### src/rtl/assert_macros.svh
// Assertion macros used by the top level of the task scheduler.
// No dependencies; the bodies compile away when SYNTHESIS is defined.
`ifndef ASSERT_MACROS_SVH
`define ASSERT_MACROS_SVH
`ifndef SYNTHESIS
// Clocked check, disabled while reset is low
`define TDTS_ASSERT(lbl, clk, rst_n, prop, msg) \
  lbl: assert property (@(posedge clk) disable iff (!rst_n) prop) else $error(msg);
// Clocked check that also runs during reset
`define TDTS_ASSERT_ALWAYS(lbl, clk, prop, msg) \
  lbl: assert property (@(posedge clk) prop) else $error(msg);
`else
`define TDTS_ASSERT(lbl, clk, rst_n, prop, msg)
`define TDTS_ASSERT_ALWAYS(lbl, clk, prop, msg)
`endif
`endif

### src/rtl/tdts_pkg.sv
// Package of the tick driven task scheduler: sizes, codes, FSM and table types.
// No dependencies; used by tdts_slot_table and tick_driven_task_scheduler.
package tdts_pkg;

  localparam int MAX_TASKS = 16;
  localparam int SLOT_W    = (MAX_TASKS > 1) ? $clog2(MAX_TASKS) : 1;
  localparam int TIME_W    = 32;
  localparam int ID_W      = 8;
  localparam int PRIO_W    = 8;
  localparam int LEFT_W    = 16;
  localparam int POLICY_W  = 2;

  localparam logic [TIME_W-1:0] TIME_TOP = '1;

  // policy register codes (code 3 behaves as preemptive)
  localparam logic [POLICY_W-1:0] POLICY_FCFS  = 2'd0;
  localparam logic [POLICY_W-1:0] POLICY_NPRIO = 2'd1;
  localparam logic [POLICY_W-1:0] POLICY_PRIO  = 2'd2;

  // request and status codes
  localparam logic REQ_ARRIVE = 1'b0;
  localparam logic REQ_TICK   = 1'b1;
  localparam logic STAT_DONE  = 1'b0;
  localparam logic STAT_FULL  = 1'b1;

  typedef enum logic [1:0] {
    ST_IDLE,
    ST_ARRIVE,
    ST_SCAN,
    ST_SERVE
  } state_t;

  // one ready table entry
  typedef struct packed {
    logic [ID_W-1:0]   id;
    logic [PRIO_W-1:0] prio;
    logic [TIME_W-1:0] arrival;
    logic [TIME_W-1:0] start;
    logic [LEFT_W-1:0] left;
  } slot_t;

  // table write port
  typedef struct packed {
    logic              en;
    logic [SLOT_W-1:0] addr;
    slot_t             data;
  } slot_wr_t;

endpackage

### src/rtl/tick_driven_task_scheduler.sv
// Top level of the tick driven task scheduler (FCFS / priority).
// Depends on tdts_pkg, tdts_slot_table and assert_macros.svh.
//
// The block takes one item at a time. An arrival is accepted, then inserted into the lowest
// free slot or rejected. A tick goes straight to serve when a non-preemptive policy keeps
// the running task; otherwise one shared comparator walks all MAX_TASKS slots of the ready
// table, one slot per cycle, to find the winner, and the serve state then serves it.
// An idle tick on an empty table skips the serve state.
// A result sits in an output register; the block accepts the next item while it waits and
// only holds a step that has a new result until the previous one has been transferred.
`include "assert_macros.svh"
module tick_driven_task_scheduler (
  input  logic        clk,
  input  logic        rst_n,
  // configuration
  input  logic        cfg_wr_en,
  input  logic [1:0]  cfg_wr_data,
  // request channel
  input  logic        in_valid,
  output logic        in_ready,
  input  logic        in_req_type,
  input  logic [7:0]  in_task_id,
  input  logic [7:0]  in_task_priority,
  input  logic [15:0] in_run_time,
  // result channel
  output logic        out_valid,
  input  logic        out_ready,
  output logic        out_status,
  output logic [7:0]  out_task_id,
  output logic [7:0]  out_priority,
  output logic [31:0] out_arrival_time,
  output logic [31:0] out_start_time,
  output logic [31:0] out_finish_time
);

  localparam int N  = tdts_pkg::MAX_TASKS;
  localparam int SW = tdts_pkg::SLOT_W;
  localparam int TW = tdts_pkg::TIME_W;

  // control state
  tdts_pkg::state_t              state_r, state_nxt;
  logic [tdts_pkg::POLICY_W-1:0] policy_r;
  logic [TW-1:0]                 now_r, now_nxt;
  logic [N-1:0]                  valid_r, valid_nxt;
  logic [N-1:0]                  started_r, started_nxt;
  logic [SW-1:0]                 run_slot_r, run_slot_nxt;
  logic                          run_busy_r, run_busy_nxt;
  logic [SW-1:0]                 idx_r, idx_nxt;
  logic                          found_r, found_nxt;
  logic                          out_valid_r, out_valid_nxt;

  // payload registers
  logic                          req_r;
  logic [tdts_pkg::ID_W-1:0]     id_r;
  logic [tdts_pkg::PRIO_W-1:0]   prio_r;
  logic [tdts_pkg::LEFT_W-1:0]   rt_r;
  logic [SW-1:0]                 best_r, best_nxt;
  logic [tdts_pkg::PRIO_W-1:0]   best_prio_r, best_prio_nxt;
  logic [TW-1:0]                 best_arr_r, best_arr_nxt;
  logic                          o_status_r, o_status_nxt;
  logic [7:0]                    o_id_r, o_id_nxt;
  logic [7:0]                    o_prio_r, o_prio_nxt;
  logic [TW-1:0]                 o_arr_r, o_arr_nxt;
  logic [TW-1:0]                 o_start_r, o_start_nxt;
  logic [TW-1:0]                 o_fin_r, o_fin_nxt;

  // table port
  tdts_pkg::slot_wr_t wr;
  tdts_pkg::slot_t    rd;
  logic [SW-1:0]      rd_addr;

  // shared decisions
  logic                        in_xfer, out_free, by_prio, preempt, keep_running;
  logic                        cand_wins, take, scan_last, serve_done, free_any;
  logic [SW-1:0]               free_idx;
  logic [tdts_pkg::LEFT_W-1:0] left_dec;
  logic [TW-1:0]               now_inc, start_val;

  tdts_slot_table u_table (
    .clk     (clk),
    .wr      (wr),
    .rd_addr (rd_addr),
    .rd_data (rd)
  );

  assign in_ready = (state_r == tdts_pkg::ST_IDLE);
  assign in_xfer  = in_valid && in_ready;
  assign out_free = !out_valid_r || out_ready;
  assign by_prio  = (policy_r != tdts_pkg::POLICY_FCFS);
  assign preempt  = (policy_r >= tdts_pkg::POLICY_PRIO);
  assign keep_running = !preempt && run_busy_r && valid_r[run_slot_r];
  assign now_inc  = (now_r == tdts_pkg::TIME_TOP) ? now_r : now_r + TW'(1);
  // table read is registered: address the slot needed in the next cycle
  assign rd_addr  = (state_nxt == tdts_pkg::ST_SCAN) ? idx_nxt : best_nxt;

  // shared comparator: lower slots are visited first, so equal arrival never wins
  assign cand_wins = (by_prio && (rd.prio != best_prio_r)) ? (rd.prio > best_prio_r)
                                                          : (rd.arrival < best_arr_r);
  assign take      = valid_r[idx_r] && (!found_r || cand_wins);
  assign scan_last = (idx_r == SW'(N - 1));

  // serve arithmetic
  assign left_dec   = (rd.left != '0) ? rd.left - tdts_pkg::LEFT_W'(1) : '0;
  assign serve_done = (left_dec == '0);
  assign start_val  = started_r[best_r] ? rd.start : now_r;

  // lowest free slot
  always_comb begin
    free_any = 1'b0;
    free_idx = '0;
    for (int i = N - 1; i >= 0; i--) begin
      if (!valid_r[i]) begin
        free_any = 1'b1;
        free_idx = SW'(i);
      end
    end
  end

  // next state
  always_comb begin
    state_nxt = state_r;
    case (state_r)
      tdts_pkg::ST_IDLE: begin
        if (in_xfer) begin
          if (in_req_type == tdts_pkg::REQ_ARRIVE) state_nxt = tdts_pkg::ST_ARRIVE;
          else if (keep_running)                    state_nxt = tdts_pkg::ST_SERVE;
          else                                      state_nxt = tdts_pkg::ST_SCAN;
        end
      end
      tdts_pkg::ST_ARRIVE: begin
        if (free_any || out_free) state_nxt = tdts_pkg::ST_IDLE;
      end
      tdts_pkg::ST_SCAN: begin
        if (scan_last) begin
          state_nxt = (found_r || take) ? tdts_pkg::ST_SERVE : tdts_pkg::ST_IDLE;
        end
      end
      tdts_pkg::ST_SERVE: begin
        if (!serve_done || out_free) state_nxt = tdts_pkg::ST_IDLE;
      end
      default: state_nxt = tdts_pkg::ST_IDLE;
    endcase
  end

  // datapath and outputs
  always_comb begin
    now_nxt       = now_r;
    valid_nxt     = valid_r;
    started_nxt   = started_r;
    run_slot_nxt  = run_slot_r;
    run_busy_nxt  = run_busy_r;
    idx_nxt       = idx_r;
    found_nxt     = found_r;
    best_nxt      = best_r;
    best_prio_nxt = best_prio_r;
    best_arr_nxt  = best_arr_r;
    out_valid_nxt = out_valid_r && !out_ready;
    o_status_nxt  = o_status_r;
    o_id_nxt      = o_id_r;
    o_prio_nxt    = o_prio_r;
    o_arr_nxt     = o_arr_r;
    o_start_nxt   = o_start_r;
    o_fin_nxt     = o_fin_r;
    wr            = '0;
    wr.addr       = best_r;
    wr.data       = rd;
    case (state_r)
      tdts_pkg::ST_IDLE: begin
        if (in_xfer) begin
          idx_nxt   = '0;
          found_nxt = 1'b0;
          if (keep_running) best_nxt = run_slot_r;
        end
      end
      tdts_pkg::ST_ARRIVE: begin
        if (free_any) begin
          wr.en                = 1'b1;
          wr.addr              = free_idx;
          wr.data.id           = id_r;
          wr.data.prio         = prio_r;
          wr.data.arrival      = now_r;
          wr.data.start        = '0;
          wr.data.left         = (rt_r == '0) ? tdts_pkg::LEFT_W'(1) : rt_r;
          valid_nxt[free_idx]   = 1'b1;
          started_nxt[free_idx] = 1'b0;
        end else if (out_free) begin
          out_valid_nxt = 1'b1;
          o_status_nxt  = tdts_pkg::STAT_FULL;
          o_id_nxt      = id_r;
          o_prio_nxt    = prio_r;
          o_arr_nxt     = now_r;
          o_start_nxt   = '0;
          o_fin_nxt     = '0;
        end
      end
      tdts_pkg::ST_SCAN: begin
        if (take) begin
          best_nxt      = idx_r;
          best_prio_nxt = rd.prio;
          best_arr_nxt  = rd.arrival;
          found_nxt     = 1'b1;
        end
        idx_nxt = idx_r + SW'(1);
        // idle tick: nothing ready
        if (scan_last && !(found_r || take)) begin
          run_busy_nxt = 1'b0;
          now_nxt      = now_inc;
        end
      end
      tdts_pkg::ST_SERVE: begin
        if (!serve_done) begin
          wr.en               = 1'b1;
          wr.data.start       = start_val;
          wr.data.left        = left_dec;
          started_nxt[best_r] = 1'b1;
          run_slot_nxt        = best_r;
          run_busy_nxt        = 1'b1;
          now_nxt             = now_inc;
        end else if (out_free) begin
          out_valid_nxt       = 1'b1;
          o_status_nxt        = tdts_pkg::STAT_DONE;
          o_id_nxt            = rd.id;
          o_prio_nxt          = rd.prio;
          o_arr_nxt           = rd.arrival;
          o_start_nxt         = start_val;
          o_fin_nxt           = now_inc;
          valid_nxt[best_r]   = 1'b0;
          started_nxt[best_r] = 1'b0;
          run_slot_nxt        = '0;
          run_busy_nxt        = 1'b0;
          now_nxt             = now_inc;
        end
      end
      default: begin
      end
    endcase
  end

  // control registers
  always_ff @(posedge clk) begin
    if (!rst_n) begin
      state_r     <= tdts_pkg::ST_IDLE;
      policy_r    <= tdts_pkg::POLICY_FCFS;
      now_r       <= '0;
      valid_r     <= '0;
      started_r   <= '0;
      run_slot_r  <= '0;
      run_busy_r  <= 1'b0;
      idx_r       <= '0;
      found_r     <= 1'b0;
      out_valid_r <= 1'b0;
    end else begin
      state_r     <= state_nxt;
      if (cfg_wr_en) policy_r <= cfg_wr_data;
      now_r       <= now_nxt;
      valid_r     <= valid_nxt;
      started_r   <= started_nxt;
      run_slot_r  <= run_slot_nxt;
      run_busy_r  <= run_busy_nxt;
      idx_r       <= idx_nxt;
      found_r     <= found_nxt;
      out_valid_r <= out_valid_nxt;
    end
  end

  // payload registers
  always_ff @(posedge clk) begin
    if (in_xfer) begin
      req_r  <= in_req_type;
      id_r   <= in_task_id;
      prio_r <= in_task_priority;
      rt_r   <= in_run_time;
    end
    best_r      <= best_nxt;
    best_prio_r <= best_prio_nxt;
    best_arr_r  <= best_arr_nxt;
    o_status_r  <= o_status_nxt;
    o_id_r      <= o_id_nxt;
    o_prio_r    <= o_prio_nxt;
    o_arr_r     <= o_arr_nxt;
    o_start_r   <= o_start_nxt;
    o_fin_r     <= o_fin_nxt;
  end

  assign out_valid        = out_valid_r;
  assign out_status       = o_status_r;
  assign out_task_id      = o_id_r;
  assign out_priority     = o_prio_r;
  assign out_arrival_time = o_arr_r;
  assign out_start_time   = o_start_r;
  assign out_finish_time  = o_fin_r;

  // checks
  `TDTS_ASSERT(a_busy_slot_valid, clk, rst_n,
               run_busy_r |-> valid_r[run_slot_r], "running task has no valid slot")
  `TDTS_ASSERT(a_best_valid, clk, rst_n,
               (state_r == tdts_pkg::ST_SCAN && found_r) |-> valid_r[best_r],
               "scan winner slot not valid")
  `TDTS_ASSERT(a_time_saturates, clk, rst_n,
               (now_r == tdts_pkg::TIME_TOP) |=> (now_r == tdts_pkg::TIME_TOP),
               "time counter wrapped")
  `TDTS_ASSERT(a_arrive_is_arrival, clk, rst_n,
               (state_r == tdts_pkg::ST_ARRIVE) |-> (req_r == tdts_pkg::REQ_ARRIVE),
               "insert step on a tick")

endmodule

### src/rtl/tdts_slot_table.sv
// Ready table payload storage: one write port, one registered read port.
// Depends on tdts_pkg for the entry and write port types.
module tdts_slot_table (
  input  logic                      clk,
  input  tdts_pkg::slot_wr_t        wr,
  input  logic [tdts_pkg::SLOT_W-1:0] rd_addr,
  output tdts_pkg::slot_t           rd_data
);

  tdts_pkg::slot_t entry_r [tdts_pkg::MAX_TASKS];

  // payload write, no reset: validity lives in the scheduler
  always_ff @(posedge clk) begin
    if (wr.en) begin
      entry_r[wr.addr] <= wr.data;
    end
  end

  // registered read; the caller presents the address for the next cycle
  always_ff @(posedge clk) begin
    rd_data <= entry_r[rd_addr];
  end

endmodule
### config.mk
export PLATFORM = sky130hd
export DESIGN_NAME = tick_driven_task_scheduler
export DESIGN_NICKNAME = d
export VERILOG_FILES = /design/src/rtl/tdts_pkg.sv /design/src/rtl/tick_driven_task_scheduler.sv /design/src/rtl/tdts_slot_table.sv
export VERILOG_INCLUDE_DIRS = /design/src /design/src/rtl
export SDC_FILE = /design/constraint.sdc
export NUM_CORES = 2
export LEC_CHECK = 0
export BUFFER_PORTS_ARGS = -buffer_cell sky130_fd_sc_hd__buf_2
export CORE_UTILIZATION = 50
export DETAILED_ROUTE_END_ITERATION = 16
export HOLD_SLACK_MARGIN = 0.12
export PLACE_DENSITY = 0.71
export SYNTH_ARGS = -nofsm -noshare
export SYNTH_HDL_FRONTEND = slang
export SYNTH_SLANG_ARGS = --single-unit
### constraint.sdc
create_clock -name clk -period 19.1 [get_ports clk]
set_input_delay 3.82 -clock clk [delete_from_list [all_inputs] [get_ports clk]]
set_output_delay 3.82 -clock clk [all_outputs]
set_load 0.02 [all_outputs]
# [Yosys cells after proc, flatten, opt, wreduce, memory -nomap -nowiden]
# Memory sizes are Yosys's and may differ from the RTL's. A register that Yosys moved wholly into a read port is not among the register bits.
# Index checks and enable logic that the tools add are counted.
[word_totals] register_bits=268 ram_bits=1536 in_bits=40 word_cells=215 mem_count=1
[memory_table] memory="u_table.entry_r" depth=16 width=96 rd=1 rd_clocked_by_memory_dff=1 write_ports=1 line="tdts_slot_table.sv:10" rtl="tdts_pkg::slot_t entry_r [tdts_pkg::MAX_TASKS];"
[op_classes] addsub=3 magnitude_cmp=9 eq_ne=17 muxes=121 bitwise=7 n_reduce_logical=35
[ops] cell="32-bit two-way mux" n=14
[ops] cell="32-bit one-hot mux with 2 select lines" n=4
[ops] cell="16-bit two-way mux" n=8
[ops] cell="101-bit two-way mux" n=1
[ops] cell="48-bit one-hot mux with 2 select lines" n=1
[ops] cell="4-bit two-way mux" n=23
[ops] cell="8-bit two-way mux" n=8
[ops] cell="16-bit one-hot mux with 2 select lines" n=2
[ops] cell="52-bit two-way mux" n=1
[ops] cell="16-bit bitwise AND" n=3
[ops] cell="48-bit two-way mux" n=1
[ops] cell="1-bit two-way mux" n=37
[ops] cell="32-bit by 1-bit adder with 32-bit output, second input constant" n=1
[ops] cell="32-bit equality test, second input constant" n=1
[ops] cell="16-bit zero test" n=2
[ops] cell="32-bit < comparator" n=1
[ops] cell="16-bit inverter" n=2
[ops] cell="16-bit OR" n=2
[ops] cell="8-bit one-hot mux with 2 select lines" n=2
[ops] cell="4-bit by 5-bit < comparator with 1-bit output, second input constant" n=4
[ops] cell="2-bit != test, second input constant" n=8
[ops] cell="4-bit one-hot mux with 2 select lines" n=2
[ops] cell="16-bit nonzero test" n=1
[ops] cell="16-bit by 1-bit subtractor with 16-bit output, second input constant" n=1
[ops] cell="other kinds (24)" n=62

# [Logic depth before layout (Yosys ltp)]
[logic_depth] depth_word=24 depth_mapped=18 ltp_nobuf=13

# [By module]
# From an unflattened synthesis, not the netlist that was laid out.
[hier_totals] hier_cells=4163 hier_area_um2=74749.2
[by_module_without_submodules] module="tdts_slot_table" n_inst=1 cells_per_inst=2460 area_each_um2=59355.7 seq_area_each_um2=48046.1
[by_module_without_submodules] module="tick_driven_task_scheduler" n_inst=1 cells_per_inst=1703 area_each_um2=15393.5 seq_area_each_um2=7216.9

# [Worst setup path before layout]
# Ideal clock, no wire load.
[synth_timing] kind="input-to-reg" from="input out_ready" to="register o_arr_r[0], in the netlist out_arrival_time[0] (enable)" arrival_ns=8.580 required_time_ns=18.514 slack_ns=9.934 path_stages=2 cell_sequence="nor2b_1 nor2_1"
[synth_between] elab_chain_len=3 elab_cells_between_ends=4 cone_classes="eq/ne: 2; reduce/logical: 2"
[synth_rtl] element="start: declaration" line="tick_driven_task_scheduler.sv:27" rtl="input logic out_ready,"
[synth_rtl] element="1-bit logical OR (*)" line="tick_driven_task_scheduler.sv:88" rtl="assign out_free = !out_valid_r || out_ready;"
[synth_rtl] element="2-bit != test (no line)"
[synth_rtl] element="5-bit AND reduction (no line) (*)"
[synth_rtl] element="end signal: assignment" line="tick_driven_task_scheduler.sv:280" rtl="o_arr_r <= o_arr_nxt;"
[synth_rtl] element="end: declaration" line="tick_driven_task_scheduler.sv:63" rtl="logic [TW-1:0] o_arr_r, o_arr_nxt;"
# Every way passes the cells marked *; elsewhere a longest branch is shown, timed or not.
# A chain may end at the register's enable or synchronous reset.

# [Final worst setup path]
[layout_timing] from="input in_valid" to="register, netlist name u_table.rd_data[37]"
[layout_between] elab_chain_len=5 elab_cells_between_ends=9 cone_classes="eq/ne: 1; mux: 7; reduce/logical: 1"
[layout_rtl] element="start: declaration" line="tick_driven_task_scheduler.sv:19" rtl="input logic in_valid,"
[layout_rtl] element="1-bit logical AND (*)" line="tick_driven_task_scheduler.sv:87" rtl="assign in_xfer = in_valid && in_ready;"
[layout_rtl] element="net in_xfer" line="tick_driven_task_scheduler.sv:73" rtl="logic in_xfer, out_free, by_prio, preempt, keep_running;"
[layout_rtl] element="2-bit two-way mux" line="tick_driven_task_scheduler.sv:124" rtl="if (in_xfer) begin"
[layout_rtl] element="2-bit one-hot mux with 4 select lines" line="tick_driven_task_scheduler.sv:122" rtl="case (state_r)"
[layout_rtl] element="2-bit equality test" line="tick_driven_task_scheduler.sv:94" rtl="assign rd_addr = (state_nxt == tdts_pkg::ST_SCAN) ? idx_nxt : best_nxt;"
[layout_rtl] element="4-bit two-way mux (*)" line="tick_driven_task_scheduler.sv:94"
# Mark *: on every way through the listed nets, which the timed path passes. The rest lies on a longest branch.

==> impl_metrics.tcl <==
set metrics [dict create \
    syn_to_final_growth_pct 11.3 \
    vias_per_cell 6.07 \
    die_area_um2 157000 \
    finalSetupTns_ns 0 \
    post-route-period-util_pct 53.9 \
    initial_core_util_pct 50.4 \
    core_um2 154000 \
    yosysTopAreaCellShare_pct 66.6 \
    min_path_type "reg -> reg" \
    pre_cts_slack_ns 8.13 \
    irDropWorstVdd_mv 0.131 \
    nets 5360 \
    rsz0062_at_grt "no" \
    fin_cells 7485 \
    grt_pass1_vias 42900 \
    syn_nets 5250 \
    drv_slew 0 \
    ys_warn_count 0 \
    post_cts_resized 0 \
    place_inst 7137 \
    synth_top_family_by_area "multiplexers" \
    cts_tree "done" \
    p_leak_nw 30.1 \
    grt_pass1_wl_mm 285 \
    synthAdderAreaFrac_pct 0.677 \
    fp.dieW_um 396 \
    synth_top_cells_by_area "edfxtp_1 (67%), mux2i_1 (9.2%), dfxtp_1 (4.6%)" \
    skew_ns 0.0441 \
    synth_edf_count 1721 \
    hpwlAfterDp_mm 104 \
    cts-root-buf "clkbuf_16" \
    synth_xor_area_share_pct 0.519 \
    synth_top_area_cell "edfxtp_1" \
    final_layout_size_suffix_gt1_share_pct 12.2 \
    ys.flop_type "edfxtp_1" \
    end_kind "flop" \
    power_density_nw_per_um2 126 \
    cts_made_buffers 183 \
    route.antenna.remaining_nets 0 \
    worst_pin_slew_ns 1.21 \
    place_congestion 0.877 \
    synth_most_common_cell "edfxtp_1" \
    max_freq_ghz 0.0972 \
    htree_levels 4 \
    setup_viol 0 \
    fill_cells 11800 \
    arrival_ns 11.00 \
    cts.reportedPaths.clkPinSlew_ns 0.07 \
    port_buffers 154 \
    syn_inst 5168 \
    grt-ovfl-total 0 \
    hold_viol 0 \
    hold_buffers 0 \
    track_usage_pct 24.9 \
    worstHoldPathCells 2 \
    async_flop_share_pct 0 \
    utilization_pct 56.1 \
    reg2reg_to "u_table.rd_data[37]" \
    synthMuxAreaShare_pct 10.9 \
    worstSetupPathType "in -> reg" \
    route.detailed.drc 0 \
    min_period_ns 10.29 \
    drt-initial-drc-count 5140 \
    yosysSeqAreaShare_pct 71.2 \
    path_max_fanout 143 \
    grt_max_degree 156 \
    clock_latency_ns 0.83 \
    post_cts_buffers 0 \
    synth_cell_types 82 \
    startpoint_type "input pin" \
    drv_cap 0 \
    antenna_found_initial 7 \
    cts_buffer_depth 3 \
    cts_num_sinks 1900 \
    synth-compound-area-share_pct 7.32 \
    r2r-start "state_r[1]" \
    synth-simple-area-share_pct 7.08 \
    ff2ff_setup_slack_ns 11.03 \
    dr.pass1.iters 6 \
    placementRows 144 \
    ys_seq_elements 1900 \
    synth.top_cells.by_count "edfxtp_1 (1,721), mux2i_1 (713), nand2_1 (588)" \
    io_pins 155 \
    status "finished clean" \
    reg2reg_depth 17 \
    vias 45400 \
    worstPathRequired_ns 19.81 \
    final.setup.worst_slack_ns 8.81 \
    syn-cell-area_um2 77600 \
    wl_mm 199 \
    wl_per_cell_um 26.6 \
    synth.avg_cell_area_um2 15.0 \
    die_height_um 396 \
    relSlewSlack_pct 19.4 \
]
[metrics by stage]
stage | total power (W) | cell area, µm² | hold slack (ns)
after floorplan | 0.00687 | 77600 | 0.408
after global placement | 0.00732 | 80400 | 0.414
after detailed placement | 0.00738 | 80400 | 0.427
after CTS | 0.0109 | 86400 | 0.472
after global routing | 0.0113 | 86400 | 0.487
final | 0.0109 | 86400 | 0.470
[critical path, stage by stage]
cell and delay, ns:
buf_2 0.09, nand2_1 0.14, inv_2 0.73, nand3b_1 0.29, nor4_2 0.52, nor2_2 0.15, nand4b_1 0.54, nor2_1 0.22
a31oi_4 0.18, buf_4 0.57, buf_4 0.84, buf_12 0.64, buf_4 0.90, mux2i_1 0.29, mux2i_1 0.11, mux2_2 0.31
a221o_1 0.29
[how the worst max path moves through the flow]
stage / to / cells past startpoint / startpoint / slack [ns]
6_report: u_table.rd_data[37] / 17 / in_valid / 8.81
5_1_grt: u_table.rd_data[20] / 17 / in_valid / 8.51
4_1_cts: u_table.rd_data[37] / 17 / in_valid / 8.97
3_5_place_dp: u_table.rd_data[37] / 17 / in_valid / 8.13
3_3_place_gp: u_table.rd_data[21] / 17 / in_valid / 8.34
2_1_floorplan: out_arrival_time[0] / 2 / out_ready / 9.93
[final cells by class]
cell class / instances / area [µm²] / share of cell area [%]
clock inverter: 81 / 822 / 0.951
antenna: 3 / 7.51 / 0.00869
multi-input combinational: 2878 / 20800 / 24.1
timing repair buffer: 252 / 1560 / 1.80
sequential: 1900 / 55300 / 63.9
inverter: 63 / 241 / 0.279
tap: 2044 / 2560 / 2.96
clock buffer: 264 / 5190 / 6.01
[logic make-up (layout without fill, tap and decap cells)]
family,count (synthesis),count (layout)
compound gates,781,781
xor+xnor,46,46
fa+ha+maj,42,42
buf+inv,390,660
flops,1900,1900
mux,823,823
other cells,0,3
simple gates,1186,1186
[metal layers]
layer	wire [µm]	global-route usage, %
met3	19200	5.52
met2	91000	38.0
met5	58	0
met1	82600	35.0
met4	6430	9.27
[cell usage in the layout, fill, tap and decap left out, types with 21 or more instances in the layout]
cell	synthesis	routed
and3_1	21	21
clkbuf_1	185	56
nor3_1	28	28
o21ai_0	86	86
nor2_1	175	156
a21boi_0	40	40
nand2_1	588	588
a21oi_1	69	68
xor2_1	22	22
dfxtp_1	179	179
edfxtp_1	1721	1721
clkinv_1	0	28
a31oi_1	100	100
inv_1	62	61
ha_1	42	42
buf_4	18	94
clkbuf_16	0	188
a221o_1	101	101
xnor2_1	24	24
a211oi_1	285	285
and2_1	223	221
buf_2	94	154
mux2_2	98	98
nor2b_1	21	21
mux2i_1	713	713
nand3_1	37	37
or3_1	23	23
[power by group]
group          switching [W]  internal (W)  total, W
Combinational        0.00131      0.000750   0.00206
Clock                0.00155       0.00205   0.00360
Sequential          0.000154       0.00512   0.00527
[sequential cells by signal, indices dropped and copies added, names as in the netlist, 16 cells and up, named ones only]
name              count
valid_r              16
u_table.entry_r    1536
out_start_time       32
u_table.rd_data      96
rt_r                 16
best_arr_r           32
out_arrival_time     32
now_r                32
out_finish_time      32
(Power assumes the default switching activity.)
